`src/hdl/pkm_pkg.sv`:
```
// shared types, dictionary roms and rom unpacking functions for the keyword prefix matcher
`default_nettype none

package pkm_pkg;

	// default sizes
	localparam int MAX_ENTRIES_DEF   = 16;
	localparam int MAX_TOKEN_LEN_DEF = 32;

	// text positions that a 5-bit index can address, and packed text width
	localparam int TXT_POS = 32;
	localparam int TXT_W   = TXT_POS * 5;

	// table select codes
	localparam logic SEL_CMD = 1'b0;
	localparam logic SEL_DIR = 1'b1;

	// register word index of table_select
	localparam logic REG_TABLE_SELECT = 1'b0;

	// error code for the index and id fields
	localparam logic [7:0] ERR_CODE = 8'hFF;

	// status codes
	localparam logic ST_OK  = 1'b0;
	localparam logic ST_ERR = 1'b1;

	localparam int CMD_ROM_LEN = 69;
	localparam int DIR_ROM_LEN = 26;

	localparam logic [7:0] CMD_ROM [CMD_ROM_LEN] = '{
		8'h0F, 8'h30, 8'h03, 8'h4A, 8'h04, 8'h6B, 8'h28, 8'h06, 8'hC4, 8'hB4, 8'h40, 8'h20,
		8'h09, 8'h27, 8'hC0, 8'h38, 8'h0B, 8'h80, 8'hB5, 8'h2E, 8'h28, 8'h18, 8'h0E, 8'h5A,
		8'h00, 8'h30, 8'h12, 8'hE1, 8'h85, 8'hD4, 8'h20, 8'h18, 8'hF7, 8'hAC, 8'h20, 8'h1A,
		8'hFB, 8'h14, 8'h20, 8'h21, 8'h56, 8'h30, 8'h30, 8'h24, 8'h5B, 8'h14, 8'h2C, 8'h20,
		8'h27, 8'h47, 8'hDC, 8'h20, 8'h29, 8'h59, 8'h38, 8'h18, 8'h2B, 8'h32, 8'h80, 8'h28,
		8'h34, 8'hC7, 8'h84, 8'h80, 8'h28, 8'h35, 8'h30, 8'hD8, 8'hA0
	};

	localparam logic [7:0] DIR_ROM [DIR_ROM_LEN] = '{
		8'h06, 8'h20, 8'h18, 8'h53, 8'h50, 8'h28, 8'h24, 8'h93, 8'hA2, 8'h80, 8'h20, 8'h04,
		8'h11, 8'hAC, 8'h30, 8'h03, 8'h27, 8'hD5, 8'hC4, 8'h10, 8'h2B, 8'h00, 8'h20, 8'h08,
		8'hFB, 8'hB8
	};

	// result beat handed from the matcher core to the output register
	typedef struct packed {
		logic       status;
		logic [7:0] index;
		logic [7:0] id;
	} res_t;

	// byte of the selected rom, zero past its end
	function automatic logic [7:0] rom_byte(input logic sel, input int idx);
		logic [7:0] b;
		b = 8'h00;
		if (sel == SEL_DIR) begin
			if (idx < DIR_ROM_LEN) b = DIR_ROM[idx];
		end else begin
			if (idx < CMD_ROM_LEN) b = CMD_ROM[idx];
		end
		return b;
	endfunction

	// 5-bit group at an msb-first bit position
	function automatic logic [4:0] rom_five(input logic sel, input int bitpos);
		int          byte_idx;
		logic [15:0] word;
		logic [15:0] sh;
		byte_idx = bitpos >> 3;
		word = {rom_byte(sel, byte_idx), rom_byte(sel, byte_idx + 1)};
		sh = word >> (11 - (bitpos & 7));
		return sh[4:0];
	endfunction

	// byte offset of an entry, walking the packed entries before it
	function automatic int entry_offset(input logic sel, input int e);
		int         offset;
		logic [4:0] len;
		offset = 1;
		for (int k = 0; k < e; k++) begin
			len = rom_five(sel, offset * 8);
			offset = offset + ((5 * (int'(len) + 2) + 7) >> 3);
		end
		return offset;
	endfunction

	function automatic logic [4:0] entry_len(input logic sel, input int e);
		return rom_five(sel, entry_offset(sel, e) * 8);
	endfunction

	function automatic logic [4:0] entry_id(input logic sel, input int e);
		return rom_five(sel, entry_offset(sel, e) * 8 + 5);
	endfunction

	// all text characters of an entry, position p at bits [p*5 +: 5]
	function automatic logic [TXT_W-1:0] entry_text(input logic sel, input int e);
		logic [TXT_W-1:0] t;
		int               base;
		t = '0;
		base = entry_offset(sel, e) * 8 + 10;
		for (int p = 0; p < TXT_POS; p++) begin
			t[p*5 +: 5] = rom_five(sel, base + 5 * p);
		end
		return t;
	endfunction

	// entry exists in the selected rom
	function automatic logic entry_present(input logic sel, input int e);
		return (e < int'(rom_byte(sel, 0)));
	endfunction

endpackage

`default_nettype wire

```
`src/hdl/packed_keyword_prefix_matcher_top.sv`:
```
// top level: apb register, input register, matcher core and result register
// path: a last character passes the input register, then the result register, to the output
// throughput: one character per cycle while unstalled, set by the combinational lane compare
// a stalled result blocks input only once the next last character sits in the input register
// reset: asynchronous, table_select clears to the command table, token state to empty
`default_nettype none

module packed_keyword_prefix_matcher_top #(
	parameter int MAX_ENTRIES   = pkm_pkg::MAX_ENTRIES_DEF,
	parameter int MAX_TOKEN_LEN = pkm_pkg::MAX_TOKEN_LEN_DEF
) (
	input  wire logic        clk,
	input  wire logic        arst_n,
	// configuration port
	input  wire logic        psel,
	input  wire logic        penable,
	input  wire logic        pwrite,
	input  wire logic [2:0]  paddr,
	input  wire logic [31:0] pwdata,
	output logic [31:0]      prdata,
	output logic             pready,
	// character channel
	input  wire logic        in_valid,
	output logic             in_stall,
	input  wire logic [7:0]  char_code,
	input  wire logic        last_char,
	// result channel
	output logic             out_valid,
	input  wire logic        out_stall,
	output logic             status,
	output logic [7:0]       entry_index,
	output logic [7:0]       entry_id
);

	logic          sel_q;
	logic          cfg_wr;
	logic          s1_valid;
	logic [7:0]    char_s1;
	logic          last_s1;
	logic          s1_adv;
	logic          in_acc;
	logic          res_load;
	pkm_pkg::res_t res;
	pkm_pkg::res_t res_q;
	logic          out_valid_q;

	// register write and readback
	assign pready = 1'b1;
	assign cfg_wr = psel && penable && pwrite && (paddr[2] == pkm_pkg::REG_TABLE_SELECT);
	assign prdata = (paddr[2] == pkm_pkg::REG_TABLE_SELECT) ? {31'b0, sel_q} : 32'b0;

	always_ff @(posedge clk or negedge arst_n) begin
		if (!arst_n) begin
			sel_q <= pkm_pkg::SEL_CMD;
		end else if (cfg_wr) begin
			sel_q <= pwdata[0];
		end
	end

	// s1 moves on unless it holds a last character and the result register is blocked
	assign s1_adv   = s1_valid && (!last_s1 || !out_valid_q || !out_stall);
	assign in_stall = s1_valid && !s1_adv;
	assign in_acc   = in_valid && !in_stall;
	assign res_load = s1_adv && last_s1;

	// input register
	always_ff @(posedge clk or negedge arst_n) begin
		if (!arst_n) begin
			s1_valid <= 1'b0;
		end else begin
			s1_valid <= in_acc || (s1_valid && !s1_adv);
		end
	end

	always_ff @(posedge clk) begin
		if (in_acc) begin
			char_s1 <= char_code;
			last_s1 <= last_char;
		end
	end

	pkm_core #(
		.MAX_ENTRIES   (MAX_ENTRIES),
		.MAX_TOKEN_LEN (MAX_TOKEN_LEN)
	) u_core (
		.clk       (clk),
		.arst_n    (arst_n),
		.step      (s1_adv),
		.char_code (char_s1),
		.last_char (last_s1),
		.sel       (sel_q),
		.res       (res)
	);

	// result register
	always_ff @(posedge clk or negedge arst_n) begin
		if (!arst_n) begin
			out_valid_q <= 1'b0;
		end else begin
			out_valid_q <= res_load || (out_valid_q && out_stall);
		end
	end

	always_ff @(posedge clk) begin
		if (res_load) res_q <= res;
	end

	assign out_valid   = out_valid_q;
	assign status      = res_q.status;
	assign entry_index = res_q.index;
	assign entry_id    = res_q.id;

endmodule

`default_nettype wire

```
`src/hdl/pkm_lane.sv`:
```
// one dictionary entry: constant length, id and text columns, compare against one character
`default_nettype none

module pkm_lane #(
	parameter int ENTRY         = 0,
	parameter int MAX_TOKEN_LEN = pkm_pkg::MAX_TOKEN_LEN_DEF,
	parameter int PW            = $clog2(MAX_TOKEN_LEN)
) (
	input  wire logic          sel,
	input  wire logic [PW-1:0] pos_idx,
	input  wire logic [7:0]    char_code,
	output logic               present,
	output logic               hit,
	output logic [4:0]         id
);

	localparam logic [4:0]                LEN0  = pkm_pkg::entry_len(pkm_pkg::SEL_CMD, ENTRY);
	localparam logic [4:0]                LEN1  = pkm_pkg::entry_len(pkm_pkg::SEL_DIR, ENTRY);
	localparam logic [4:0]                ID0   = pkm_pkg::entry_id(pkm_pkg::SEL_CMD, ENTRY);
	localparam logic [4:0]                ID1   = pkm_pkg::entry_id(pkm_pkg::SEL_DIR, ENTRY);
	localparam logic [pkm_pkg::TXT_W-1:0] TEXT0 = pkm_pkg::entry_text(pkm_pkg::SEL_CMD, ENTRY);
	localparam logic [pkm_pkg::TXT_W-1:0] TEXT1 = pkm_pkg::entry_text(pkm_pkg::SEL_DIR, ENTRY);
	localparam logic                      PRES0 = pkm_pkg::entry_present(pkm_pkg::SEL_CMD, ENTRY);
	localparam logic                      PRES1 = pkm_pkg::entry_present(pkm_pkg::SEL_DIR, ENTRY);

	logic [4:0] len;
	logic [4:0] text_char;
	logic [5:0] pos_ext;

	// column lookup for the selected table
	always_comb begin
		if (sel == pkm_pkg::SEL_DIR) begin
			len       = LEN1;
			id        = ID1;
			present   = PRES1;
			text_char = TEXT1[pos_idx*5 +: 5];
		end else begin
			len       = LEN0;
			id        = ID0;
			present   = PRES0;
			text_char = TEXT0[pos_idx*5 +: 5];
		end
	end

	// character matches when still inside the text and codes agree literally
	assign pos_ext = {{(6-PW){1'b0}}, pos_idx};
	assign hit     = (pos_ext < {1'b0, len}) && (char_code == {3'b000, text_char});

endmodule

`default_nettype wire

```
`src/hdl/pkm_core.sv`:
```
// live-entry set, character position and unique-match resolution
`default_nettype none

module pkm_core #(
	parameter int MAX_ENTRIES   = pkm_pkg::MAX_ENTRIES_DEF,
	parameter int MAX_TOKEN_LEN = pkm_pkg::MAX_TOKEN_LEN_DEF
) (
	input  wire logic          clk,
	input  wire logic          arst_n,
	input  wire logic          step,
	input  wire logic [7:0]    char_code,
	input  wire logic          last_char,
	input  wire logic          sel,
	output pkm_pkg::res_t      res
);

	localparam int PW  = $clog2(MAX_TOKEN_LEN);
	localparam int CW  = $clog2(MAX_TOKEN_LEN + 1);
	localparam int EW  = $clog2(MAX_ENTRIES);
	localparam logic [CW-1:0] POS_SAT = CW'(MAX_TOKEN_LEN);

	logic [MAX_ENTRIES-1:0] alive_q;
	logic [CW-1:0]          pos_q;
	logic [MAX_ENTRIES-1:0] present;
	logic [MAX_ENTRIES-1:0] hit;
	logic [4:0]             lane_id [MAX_ENTRIES];
	logic [MAX_ENTRIES-1:0] alive_nxt;
	logic [MAX_ENTRIES-1:0] counted;
	logic                   in_range;
	logic                   unique_hit;
	logic [EW-1:0]          first_idx;
	logic [4:0]             first_id;

	assign in_range = (pos_q < POS_SAT);

	// one compare lane per entry
	for (genvar e = 0; e < MAX_ENTRIES; e++) begin : g_lane
		pkm_lane #(
			.ENTRY         (e),
			.MAX_TOKEN_LEN (MAX_TOKEN_LEN),
			.PW            (PW)
		) u_lane (
			.sel       (sel),
			.pos_idx   (pos_q[PW-1:0]),
			.char_code (char_code),
			.present   (present[e]),
			.hit       (hit[e]),
			.id        (lane_id[e])
		);
	end

	// a miss clears the live bit; entries outside the selected table, or past the last position, keep it
	always_comb begin
		for (int e = 0; e < MAX_ENTRIES; e++) begin
			if (in_range && present[e]) alive_nxt[e] = alive_q[e] & hit[e];
			else alive_nxt[e] = alive_q[e];
		end
	end

	assign counted    = alive_nxt & present;
	assign unique_hit = (counted != '0) && ((counted & (counted - 1'b1)) == '0);

	// lowest live entry
	always_comb begin
		first_idx = '0;
		first_id  = '0;
		for (int e = MAX_ENTRIES - 1; e >= 0; e--) begin
			if (counted[e]) begin
				first_idx = EW'(e);
				first_id  = lane_id[e];
			end
		end
	end

	// result beat, taken only on the last character
	always_comb begin
		if (unique_hit) begin
			res.status = pkm_pkg::ST_OK;
			res.index  = {{(8-EW){1'b0}}, first_idx};
			res.id     = {3'b000, first_id};
		end else begin
			res.status = pkm_pkg::ST_ERR;
			res.index  = pkm_pkg::ERR_CODE;
			res.id     = pkm_pkg::ERR_CODE;
		end
	end

	// token state, back to reset after each last character
	always_ff @(posedge clk or negedge arst_n) begin
		if (!arst_n) begin
			alive_q <= '1;
			pos_q   <= '0;
		end else if (step) begin
			if (last_char) begin
				alive_q <= '1;
				pos_q   <= '0;
			end else begin
				alive_q <= alive_nxt;
				if (in_range) pos_q <= pos_q + 1'b1;
			end
		end
	end

endmodule

`default_nettype wire

```
`config.mk`:
```
export PLATFORM = sky130hd
export DESIGN_NAME = packed_keyword_prefix_matcher_top
export DESIGN_NICKNAME = d
export VERILOG_FILES = /design/src/hdl/pkm_pkg.sv /design/src/hdl/packed_keyword_prefix_matcher_top.sv /design/src/hdl/pkm_lane.sv /design/src/hdl/pkm_core.sv
export SDC_FILE = /design/constraint.sdc
export NUM_CORES = 1
export LEC_CHECK = 0
export ABC_AREA = 1
export BUFFER_PORTS_ARGS = -buffer_cell sky130_fd_sc_hd__buf_4
export CELL_PAD_IN_SITES_DETAIL_PLACEMENT = 0
export CELL_PAD_IN_SITES_GLOBAL_PLACEMENT = 1
export CORE_MARGIN = 2
export CORE_UTILIZATION = 43
export DETAILED_ROUTE_END_ITERATION = 10
export PLACE_DENSITY_LB_ADDON = 0.1
export SKIP_CTS_REPAIR_TIMING = 1
export SYNTH_ARGS = -nofsm -noshare
export SYNTH_HDL_FRONTEND = slang
export SYNTH_HIERARCHICAL = 1
export SYNTH_SLANG_ARGS = --single-unit
export TNS_END_PERCENT = 1
```
`constraint.sdc`:
```
create_clock -name clk -period 7 [get_ports clk]
set_input_delay 2.1 -clock clk [delete_from_list [all_inputs] [get_ports clk]]
set_output_delay 2.1 -clock clk [all_outputs]
set_load 0.02 [all_outputs]
```
## After elaboration in Yosys (flattened, before gate mapping)

Cells that the tools add are included.

| storage, ports and cells | value |
|---|---|
| register bits | 50 |
| memory bits (writable) | 0 |
| memories | 0 |
| bits in read-only memories | 0 |
| logic and storage cells | 176 |
| output and inout port bits | 52 |
| latch bits | 0 |
| input bits | 51 |

| operators by class | value |
|---|---|
| equal/unequal tests | 15 |
| add/sub/neg operators | 2 |
| divide/modulo/power cells | 0 |
| shift-type cells | 22 |
| multipliers | 1 |
| bitwise gates (word level) | 18 |
| order comparisons | 10 |
| reductions and logical operators | 38 |
| mux-type cells | 59 |

Operators with widths:

| operator | number |
|---|---|
| indexed part select 160 x 9 -> 5 bit (first input constant) | 22 |
| == test 8 x 5 -> 1 bit | 15 |
| 2-to-1 mux 5 bit | 15 |
| 2-to-1 mux 4 bit | 16 |
| < comparator 5 bit | 7 |
| logical AND 1 bit | 25 |
| 2-to-1 mux 1 bit | 19 |
| 2-to-1 mux 17 bit | 1 |
| bitwise AND 16 x 15 -> 16 bit | 1 |
| bitwise AND 16 bit | 1 |
| zero test 16 bit | 1 |
| nonzero test 16 bit | 1 |
| subtractor 16 x 1 -> 16 bit (second input constant) | 1 |
| bitwise AND 1 bit | 15 |
| 2-to-1 mux 15 bit | 1 |
| 2-to-1 mux 6 bit | 2 |
| < comparator 5 x 3 -> 1 bit (second input constant) | 2 |
| 2-to-1 mux 3 bit | 3 |
| multiplier 5 x 3 -> 8 bit (second input constant) | 1 |
| adder 6 x 1 -> 6 bit (second input constant) | 1 |
| < comparator 6 bit (second input constant) | 1 |
| zero test 1 bit | 5 |
| logical OR 1 bit | 4 |
| 2-to-1 mux 2 bit | 2 |
| 3 further kinds | 3 |

## Depth between registers and ports, before layout

Gate-level depths: netlist (run 1).

| logic depth | value |
|---|---|
| depth after elaboration | 25 |
| depth in mapped cells | 30 |
| depth with buffers taken out | 29 |

## By module

Netlist (run 1), hierarchy kept.

Modules (own cells, without submodules):

| module | seq. area each (um2) | times used | cells an instance | area each (um2) |
|---|---|---|---|---|
| pkm_core | 570.5 | 1 | 472 | 2,590.0 |
| packed_keyword_prefix_matcher_top | 855.8 | 1 | 85 | 1,208.7 |
| pkm_lane (u_core.g_lane[1].u_lane) | 0.0 | 1 | 155 | 813.3 |
| pkm_lane (u_core.g_lane[2].u_lane) | 0.0 | 1 | 156 | 745.7 |
| pkm_lane (u_core.g_lane[0].u_lane) | 0.0 | 1 | 154 | 743.2 |
| pkm_lane (u_core.g_lane[5].u_lane) | 0.0 | 1 | 131 | 654.4 |
| pkm_lane (u_core.g_lane[3].u_lane) | 0.0 | 1 | 123 | 634.4 |
| pkm_lane (u_core.g_lane[4].u_lane) | 0.0 | 1 | 95 | 544.3 |
| pkm_lane (u_core.g_lane[8].u_lane) | 0.0 | 1 | 110 | 511.7 |
| pkm_lane (u_core.g_lane[11].u_lane) | 0.0 | 1 | 97 | 457.9 |
| pkm_lane (u_core.g_lane[12].u_lane) | 0.0 | 1 | 94 | 455.4 |
| pkm_lane (u_core.g_lane[9].u_lane) | 0.0 | 1 | 84 | 414.1 |
| pkm_lane (u_core.g_lane[6].u_lane) | 0.0 | 1 | 85 | 402.9 |
| pkm_lane (u_core.g_lane[10].u_lane) | 0.0 | 1 | 82 | 390.4 |
| +4 rows | n/a | n/a | n/a | n/a |

## Worst setup path after synthesis (run 1)

Ideal clock, no wire load.

| timing path | value |
|---|---|
| path type | register to register |
| start point | reg u_core.pos_q[0] |
| end point | reg res_q, in the netlist entry_id[0], data pin |
| path buffers | 0 |
| stages on the path, launching flop included | 28 |
| arrival time | 4,838 ps |
| setup time | 254 ps |
| slack | 1,908 ps |
| data required time | 6,746 ps |
| period minus slack after synthesis | 5,092 ps |
| cell sequence | dfrtp_1 > inv_1 > ha_1 > inv_1 > nand2_1 > nand3_1 > nand2_1 > nand3_1 > nand2_1 > nand2_1 > nand2_1 > nand2_1 > nor2_1 > nand2_1 > nor2_2 > nand3b_1 > nand3_2 > nand2_2 > inv_2 > nand3_2 > nor2_4 > nand2_1 > a22oi_1 > nand3_1 > nor2_2 > nand2_2 > nor2_1 > nand2_1 |

RTL lines:

| element | RTL line | RTL |
|---|---|---|
| from (decl) | pkm_core.sv:23 | `logic [CW-1:0] pos_q;` |
| from (signal assigned) | pkm_core.sv:99 | `if (in_range) pos_q <= pos_q + 1'b1;` |
| to (signal assigned) | packed_keyword_prefix_matcher_top.sv:105 | `if (res_load) res_q <= res;` |
| to (decl) | packed_keyword_prefix_matcher_top.sv:44 | `pkm_pkg::res_t res_q;` |

## Worst setup path after layout (run 1)

| timing path | value |
|---|---|
| start point | reg u_core.pos_q[1] |
| end point | reg res_q, in the netlist entry_index[1], data pin |

| on the way | value |
|---|---|
| elaborated cells on any way between the ends | 130 |
| classes of those cells | 1 x add/sub; 1 x mul; 10 x order compare; 15 x eq/ne; 22 x shift; 45 x mux; 17 x bitwise; 19 x reduce/logical |

RTL lines:

| element | RTL line | RTL |
|---|---|---|
| multiplier 5 x 3 -> 8 bit | pkm_lane.sv:36, pkm_lane.sv:41 |  |
| indexed part select 160 x 9 -> 5 bit, on equally long branches | pkm_lane.sv:41, pkm_lane.sv:36 |  |
| 2-to-1 mux 5 bit | pkm_lane.sv:32 | `if (sel == pkm_pkg::SEL_DIR) begin` |
| == test 8 x 5 -> 1 bit | pkm_lane.sv:47 | `assign hit = (pos_ext < {1'b0, len}) && (char_code == {3'b000, text_char});` |
| logical AND 1 bit (*) | pkm_lane.sv:47 |  |
| via u_core.hit[2] | pkm_core.sv:25 | `logic [MAX_ENTRIES-1:0] hit;` |
| bitwise AND 1 bit (*) | pkm_core.sv:55 | `if (in_range && present[e]) alive_nxt[e] = alive_q[e] & hit[e];` |
| 2-to-1 mux 1 bit (*) | pkm_core.sv:55 |  |
| bitwise AND 16 x 15 -> 16 bit (*) | pkm_core.sv:60 | `assign counted = alive_nxt & present;` |
| subtractor 16 x 1 -> 16 bit | pkm_core.sv:61 | `assign unique_hit = (counted != '0) && ((counted & (counted - 1'b1)) == '0);` |
| bitwise AND 16 bit | pkm_core.sv:61 |  |
| zero test 16 bit | pkm_core.sv:61 |  |
| logical AND 1 bit | pkm_core.sv:61 |  |

The timed path passes the listed nets; every way through them passes the cells marked *.
A chain may end at the register's enable or synchronous reset.

==> metrics.csv, run 1 <==
stage;metric;value;unit
layout;layout-drive-gt1-share;11.36;%
placed_design;dpl.hpwl;21.59;mm
status;outcome;complete, no violations;
yosys;yosys.area.top_type;nand2_1;
timing;skew;5.658;ps
layout;diodes;0;
power;power_density;215.8;nW/um^2
detailed_routing;drt_iter0_drc;910;
timing;slew_headroom;37.18;%
clocking;clk-insertion-delay-late;290;ps
global_routing;grt.total_usage;22.22;%
yosys;synth-seq-area-share;12.29;%
timing;setup_viol_count_final;0;
layout;multiInputGateArea;8192;sq um
setup_path;startpoint_type;flip-flop;
detailed_routing;drc;0;
placed_design;gp_congestion;0.8543;
timing;worst_slack;2305;ps
setup_path;path_class;reg -> reg;
setup_path;path_max_fanout;75;
detailed_routing;dr.pass1.iters;5;
global_routing;grt_pass1_vias;11242;
placed_design;portBuffers;37;
layout;final_cell_mix;nand2_1, nand3_1, inv_1;
timing;tightest_slew;942.3;ps
die;start_util;43.43;%
die;core;26730;sq um
layout;fin_area;11710;sq um
layout;fillers;3038;
die;rows;60;
clocking;clkTransAtPathRegs;70;ps
yosys;synth_cell_types;52;
yosys;synth_ff_type;edfxtp_1;
die;chipHeight;168.3;microns
power;power.leakage;0.006263;uW
yosys;synth_top_area_share;24.16;%
detailed_routing;vias;12165;
setup_path;cp.required;7050;ps
layout;final_common_cell;nand2_1;
setup_path;end_kind;flip-flop;
yosys;async_reset_ff_share;49.02;%
timing;finalHoldViolCount;0;
timing;min_period;4695;ps
layout;syn_to_final_growth;0.9165;%
die;num_io_pins;103;
clocking;numClockSinks;51;
power;vdd_drop_max;0.0001590;V
clocking;cts_tree;done;
yosys;avgSynthCellArea;5.457;sq um
global_routing;grt_pass1_wl;53.49;mm
detailed_routing;ant_nets;0;
timing;drv_slew;0;
global_routing;grt_max_degree;76;
detailed_routing;wl;31.07;mm
placed_design;dp_slack;2303;ps
timing;fin_setup_tns;0;ps
clocking;numCtsBuffers;5;
detailed_routing;vias_per_cell;4.957;
global_routing;grt.overflow.total;0;
timing;max_freq;0.2130;GHz
min_path;hp-class;reg -> reg;
layout;nNetsFinal;2212;
timing;period_share;67.07;%
die;fp.dieW;168.3;microns
clocking;htreeDepth;2;
layout;layout.area.seq;1446;sq um
clocking;cts_root_buf;clkbuf_16;
layout;finalCoreUtilization;43.82;%
die;die_area;28320;sq um
detailed_routing;wire_per_inst;12.66;microns
yosys;synth-edff-count;26;
flow_run;max_cap_viol_count;0;
yosys;synth_warnings;6;
yosys;synth_area_leaders;nand2_1, nand3_1, buf_4;
global_routing;antenna_found_initial;0;
timing;rsz0062_at_grt;false;
yosys;syn-instance-count;2127;
setup_path;critPathArrivalTime;4740;ps
placed_design;placed_cell_area;11540;sq um
yosys;syn-cell-area;11610;sq um
yosys;ys_ff_latch;51;
clocking;clock_path_buffers;2;
[cell type report]
class                           instances  share of cell area, %
Clock buffer                            6                  1.100
Clock inverter                          2                 0.3312
Inverter                              273                  8.941
Multi-Input combinational cell       1725                  69.94
Sequential cell                        51                  12.35
Tap cell                              341                  3.643
Timing Repair Buffer                   56                  3.696
[through the flow]
step / instances / power (uW) / hold slack [ps]
after CTS: 2454 / 2535 / 474.4
after detailed placement: 2446 / 2239 / 465.5
after global routing: 2454 / 2845 / 495.0
final: 2454 / 2528 / 470.2
after floorplan: 2223 / 1978 / 446.0
after global placement: 2446 / 2228 / 456.3
[power breakdown]
| part | internal (uW) | switching [uW] | total [uW] | leakage [uW] |
|---|---|---|---|---|
| combinational | 580 | 1160 | 1740 | 0.00568 |
| clock | 171 | 115 | 286 | 0.0000815 |
| sequential | 380 | 125 | 505 | 0.000501 |
| total | 1130 | 1400 | 2530 | 0.00626 |
[worst max-delay path, stage by stage, from the launching register on]
cell	delay [ps]
dfrtp_4	1000
buf_12	410
inv_2	180
nand2_1	140
nand2_1	60
nand2_1	60
nand3_1	90
nand2_1	100
nand2_1	50
nand2_1	50
nand2_1	50
nor2_1	90
nand2_1	50
nor2_1	310
nand3b_1	180
nand3_1	400
nand3_2	310
nor2_4	60
a21oi_1	150
nand3_1	110
nor2_2	110
nand2_2	190
inv_2	150
o21ai_1	80
[worst paths after layout]
check                                   from                 to  slack (ps)  cells past startpoint
max in group asynchronous             arst_n  u_core/alive_q[0]        4980                      1
min reg2reg                u_core/alive_q[0]  u_core/alive_q[0]         470                      2
max                          u_core/pos_q[1]     entry_index[1]        2310                     23
min in group asynchronous             arst_n              sel_q        1720                      1
min                        u_core/alive_q[0]  u_core/alive_q[0]         470                      2
max reg2reg                  u_core/pos_q[1]     entry_index[1]        2310                     23
[cells in the mapped netlist, types with 28 or more instances]
| cell | number |
|---|---|
| nor2_1 | 185 |
| o21ai_0 | 55 |
| nand2_1 | 747 |
| nor2_2 | 37 |
| buf_4 | 138 |
| nand4_1 | 32 |
| a21oi_1 | 68 |
| ha_1 | 49 |
| inv_1 | 219 |
| inv_2 | 46 |
| nand3_1 | 254 |
| nand3b_1 | 28 |
[metal layers]
metal  vias to the layer above  wire length, microns  global-route usage [%]
met5                         -                     0                       0
met3                        25                   975                   1.857
met4                         0                   480                   4.010
li1                       6467                     -                       -
met2                       216                 14790                   39.60
met1                      5457                 14820                   29.55
[state kept, by name, summed over array words and instances (netlist names)]
signal / flops
last_s1: 1
u_core/alive_q: 16
sel_q: 1
entry_index: 8
u_core/pos_q: 6
out_valid: 1
char_s1: 8
s1_valid: 1
entry_id: 8
status: 1
[kinds of logic (layout without fill, tap and decap cells)]
family	Yosys count	after routing	synth area share, %
XOR/XNOR	5	5	0.3773
AO/OA/AOI/OAI	190	190	9.056
flip-flops	51	51	12.29
AND/OR/NAND/NOR	1361	1361	51.98
buffers and inverters	447	337	20.23
other	24	120	0.7762
adder cells (fa/ha/maj)	49	49	5.282
Power figures use the tool's default switching activity.
==> run 2, diff against run 1 <==
--- a/config.mk
+++ b/config.mk
@@ -10,7 +10,7 @@
 export CELL_PAD_IN_SITES_DETAIL_PLACEMENT = 0
 export CELL_PAD_IN_SITES_GLOBAL_PLACEMENT = 1
 export CORE_MARGIN = 2
-export CORE_UTILIZATION = 43
+export CORE_UTILIZATION = 38
 export DETAILED_ROUTE_END_ITERATION = 10
 export PLACE_DENSITY_LB_ADDON = 0.1
 export SKIP_CTS_REPAIR_TIMING = 1
==> constraint.sdc (replaced) <==
create_clock -name clk -period 4.3 [get_ports clk]
set_input_delay 1.29 -clock clk [delete_from_list [all_inputs] [get_ports clk]]
set_output_delay 1.29 -clock clk [all_outputs]
set_load 0.02 [all_outputs]
==> metrics.csv, run 2 (synthesis results as in run 1) <==
stage;metric;value;unit
placed_design;gp_congestion;0.8523;
detailed_routing;ant_nets;0;
clocking;clkTransAtPathRegs;80;ps
timing;drv_slew;0;
layout;fillers;3389;
timing;period_share;90.59;%
detailed_routing;dr.pass1.iters;7;
power;vdd_drop_max;0.0001637;V
setup_path;startpoint_type;flip-flop;
layout;final_cells;2558;
layout;nNetsFinal;2267;
min_path;min_path_cells;2;
timing;finalHoldViolCount;0;
setup_path;cp_common_cell;nand2_1;
timing;skew;8.003;ps
detailed_routing;wire_per_inst;12.79;microns
global_routing;grt_pass1_vias;11419;
timing;slew_headroom;40.83;%
min_path;hp-class;reg -> reg;
clocking;clock_path_buffers;2;
layout;largest_reg_flops;16;
clocking;numClockSinks;51;
power;p_comb_share;72.8;%
die;num_io_pins;103;
setup_path;critPathArrivalTime;3940;ps
die;fp.dieW;178.8;microns
global_routing;grt_pass1_wl;55.63;mm
placed_design;portBuffers;37;
die;core;29870;sq um
detailed_routing;vias;12329;
setup_path;end_kind;flip-flop;
setup_path;cpLargestDelayFamily;simple AND/OR/NAND/NOR gates;
detailed_routing;vias_per_cell;4.820;
setup_path;cp_slowest_cell;dfrtp_4;
clocking;clk-insertion-delay-late;300;ps
die;chipHeight;178.8;microns
layout;final_common_cell;nand2_1;
setup_path;path_class;reg -> reg;
layout;layout-drive-gt1-share;13.61;%
power;power_frac_clock;9.9;%
power;power_density;345.4;nW/um^2
setup_path;cpPeakStageDelay;600;ps
setup_path;cp.depth;27;
die;start_util;38.85;%
status;outcome;complete, no violations;
global_routing;grt_max_degree;39;
power;seqPwrFrac;17.3;%
die;rows;63;
clocking;cts_root_buf;clkbuf_16;
layout;max_flop_register;u_core/alive_q;
detailed_routing;drc;0;
clocking;htreeDepth;2;
layout;syn_to_final_growth;5.703;%
placed_design;dp_cells;2547;
timing;hold_slack;479.8;ps
clocking;cts_tree;done;
flow_run;max_cap_viol_count;0;
global_routing;grt.total_usage;21.09;%
timing;min_period;3895;ps
setup_path;crit_buf_inv;6;
timing;fin_setup_tns;0;ps
setup_path;r2r_cells;27;
layout;final_cell_mix;nand2_1, nand3_1, inv_1;
setup_path;cp.required;4350;ps
timing;tightest_slew;887.5;ps
die;die_area;31960;sq um
placed_design;dpl.hpwl;24.28;mm
power;switching_power;2322;uW
power;swShare;54.78;%
global_routing;antenna_found_initial;0;
layout;diodes;0;
timing;setup_viol_count_final;0;
clocking;numCtsBuffers;5;
timing;rsz0062_at_grt;false;
timing;max_freq;0.2567;GHz
power;power.leakage;0.006551;uW
power;p_int;1916;uW
detailed_routing;drt_iter0_drc;786;
setup_path;path_max_fanout;15;
detailed_routing;wl;32.72;mm
global_routing;grt.overflow.total;0;
## run 2: cell types whose count changed in the layout (fill, tap and decap cells not counted), sizes merged
cell	previous run	this run
bufinv	1	0
buf	56	111
clkinvlp	0	1
## run 2: power groups by stage
stage                     sequential [uW]  clock [uW]  combinational, uW
after CTS                             746         433               3060
after global routing                  747         452               3560
after global placement                753           0               3050
after detailed placement              756           0               3050
after floorplan                       834           0               2370
final                                 733         421               3080
## run 2: routing by layer
| metal | GRT usage [%] | up-vias | share of wire, % |
|---|---|---|---|
| li1 | - | 6570 | - |
| met1 | 29.83 | 5480 | 50 |
| met2 | 35.46 | 257 | 45 |
| met3 | 1.251 | 22 | 3.7 |
| met4 | 4.167 | 0 | 1.2 |
| met5 | 0 | - | 0 |
## run 2: worst register-to-register path: stages, from the launching register on
cell and delay, ps:
dfrtp_4 600, buf_4 250, inv_1 100, ha_1 240, inv_1 70, nor2_1 130, nand3_1 90, nand2_1 60
nand2_1 40, inv_1 70, nand2_1 50, nand2_1 50, nand2_1 50, nor2_1 70, nand2_1 70, nor2_1 310
o21ai_2 120, or2_1 250, nand2_2 90, inv_2 40, nand2_2 80, nor2_4 60, a21oi_1 130, nand3_1 110
nor2_2 110, nand2_2 190, inv_2 150, o21ai_1 80
## run 2: worst paths after layout
path | startpoint | endpoint | slack (ps)
max | u_core/pos_q[0] | entry_index[3] | 400
min | u_core/alive_q[2] | u_core/alive_q[2] | 480
max reg2reg | u_core/pos_q[0] | entry_index[3] | 400
min reg2reg | u_core/alive_q[2] | u_core/alive_q[2] | 480
max in group asynchronous | arst_n | u_core/alive_q[1] | 3070
min in group asynchronous | arst_n | u_core/pos_q[0] | 910
## run 2: stage by stage
step	utilization, %	setup WS, ps	power, uW	cell area [sq um]
after floorplan	-	94.90	3208	11970
after global placement	40.45	318.9	3799	12080
after detailed placement	40.45	262.8	3803	12080
after CTS	40.93	261.4	4238	12230
after global routing	41.06	25.87	4762	12270
final	41.06	404.8	4238	12270
## run 2: cell type report
| cell class | instances | area [sq um] | area share [%] |
|---|---|---|---|
| multi-input cells | 1725 | 8192 | 66.77 |
| inverters | 273 | 1047 | 8.536 |
| well taps | 390 | 488.0 | 3.978 |
| flip-flops and latches | 51 | 1446 | 11.79 |
| repair buffers | 111 | 949.7 | 7.741 |
| clock inverters | 2 | 16.27 | 0.1326 |
| clock buffers | 6 | 128.9 | 1.050 |
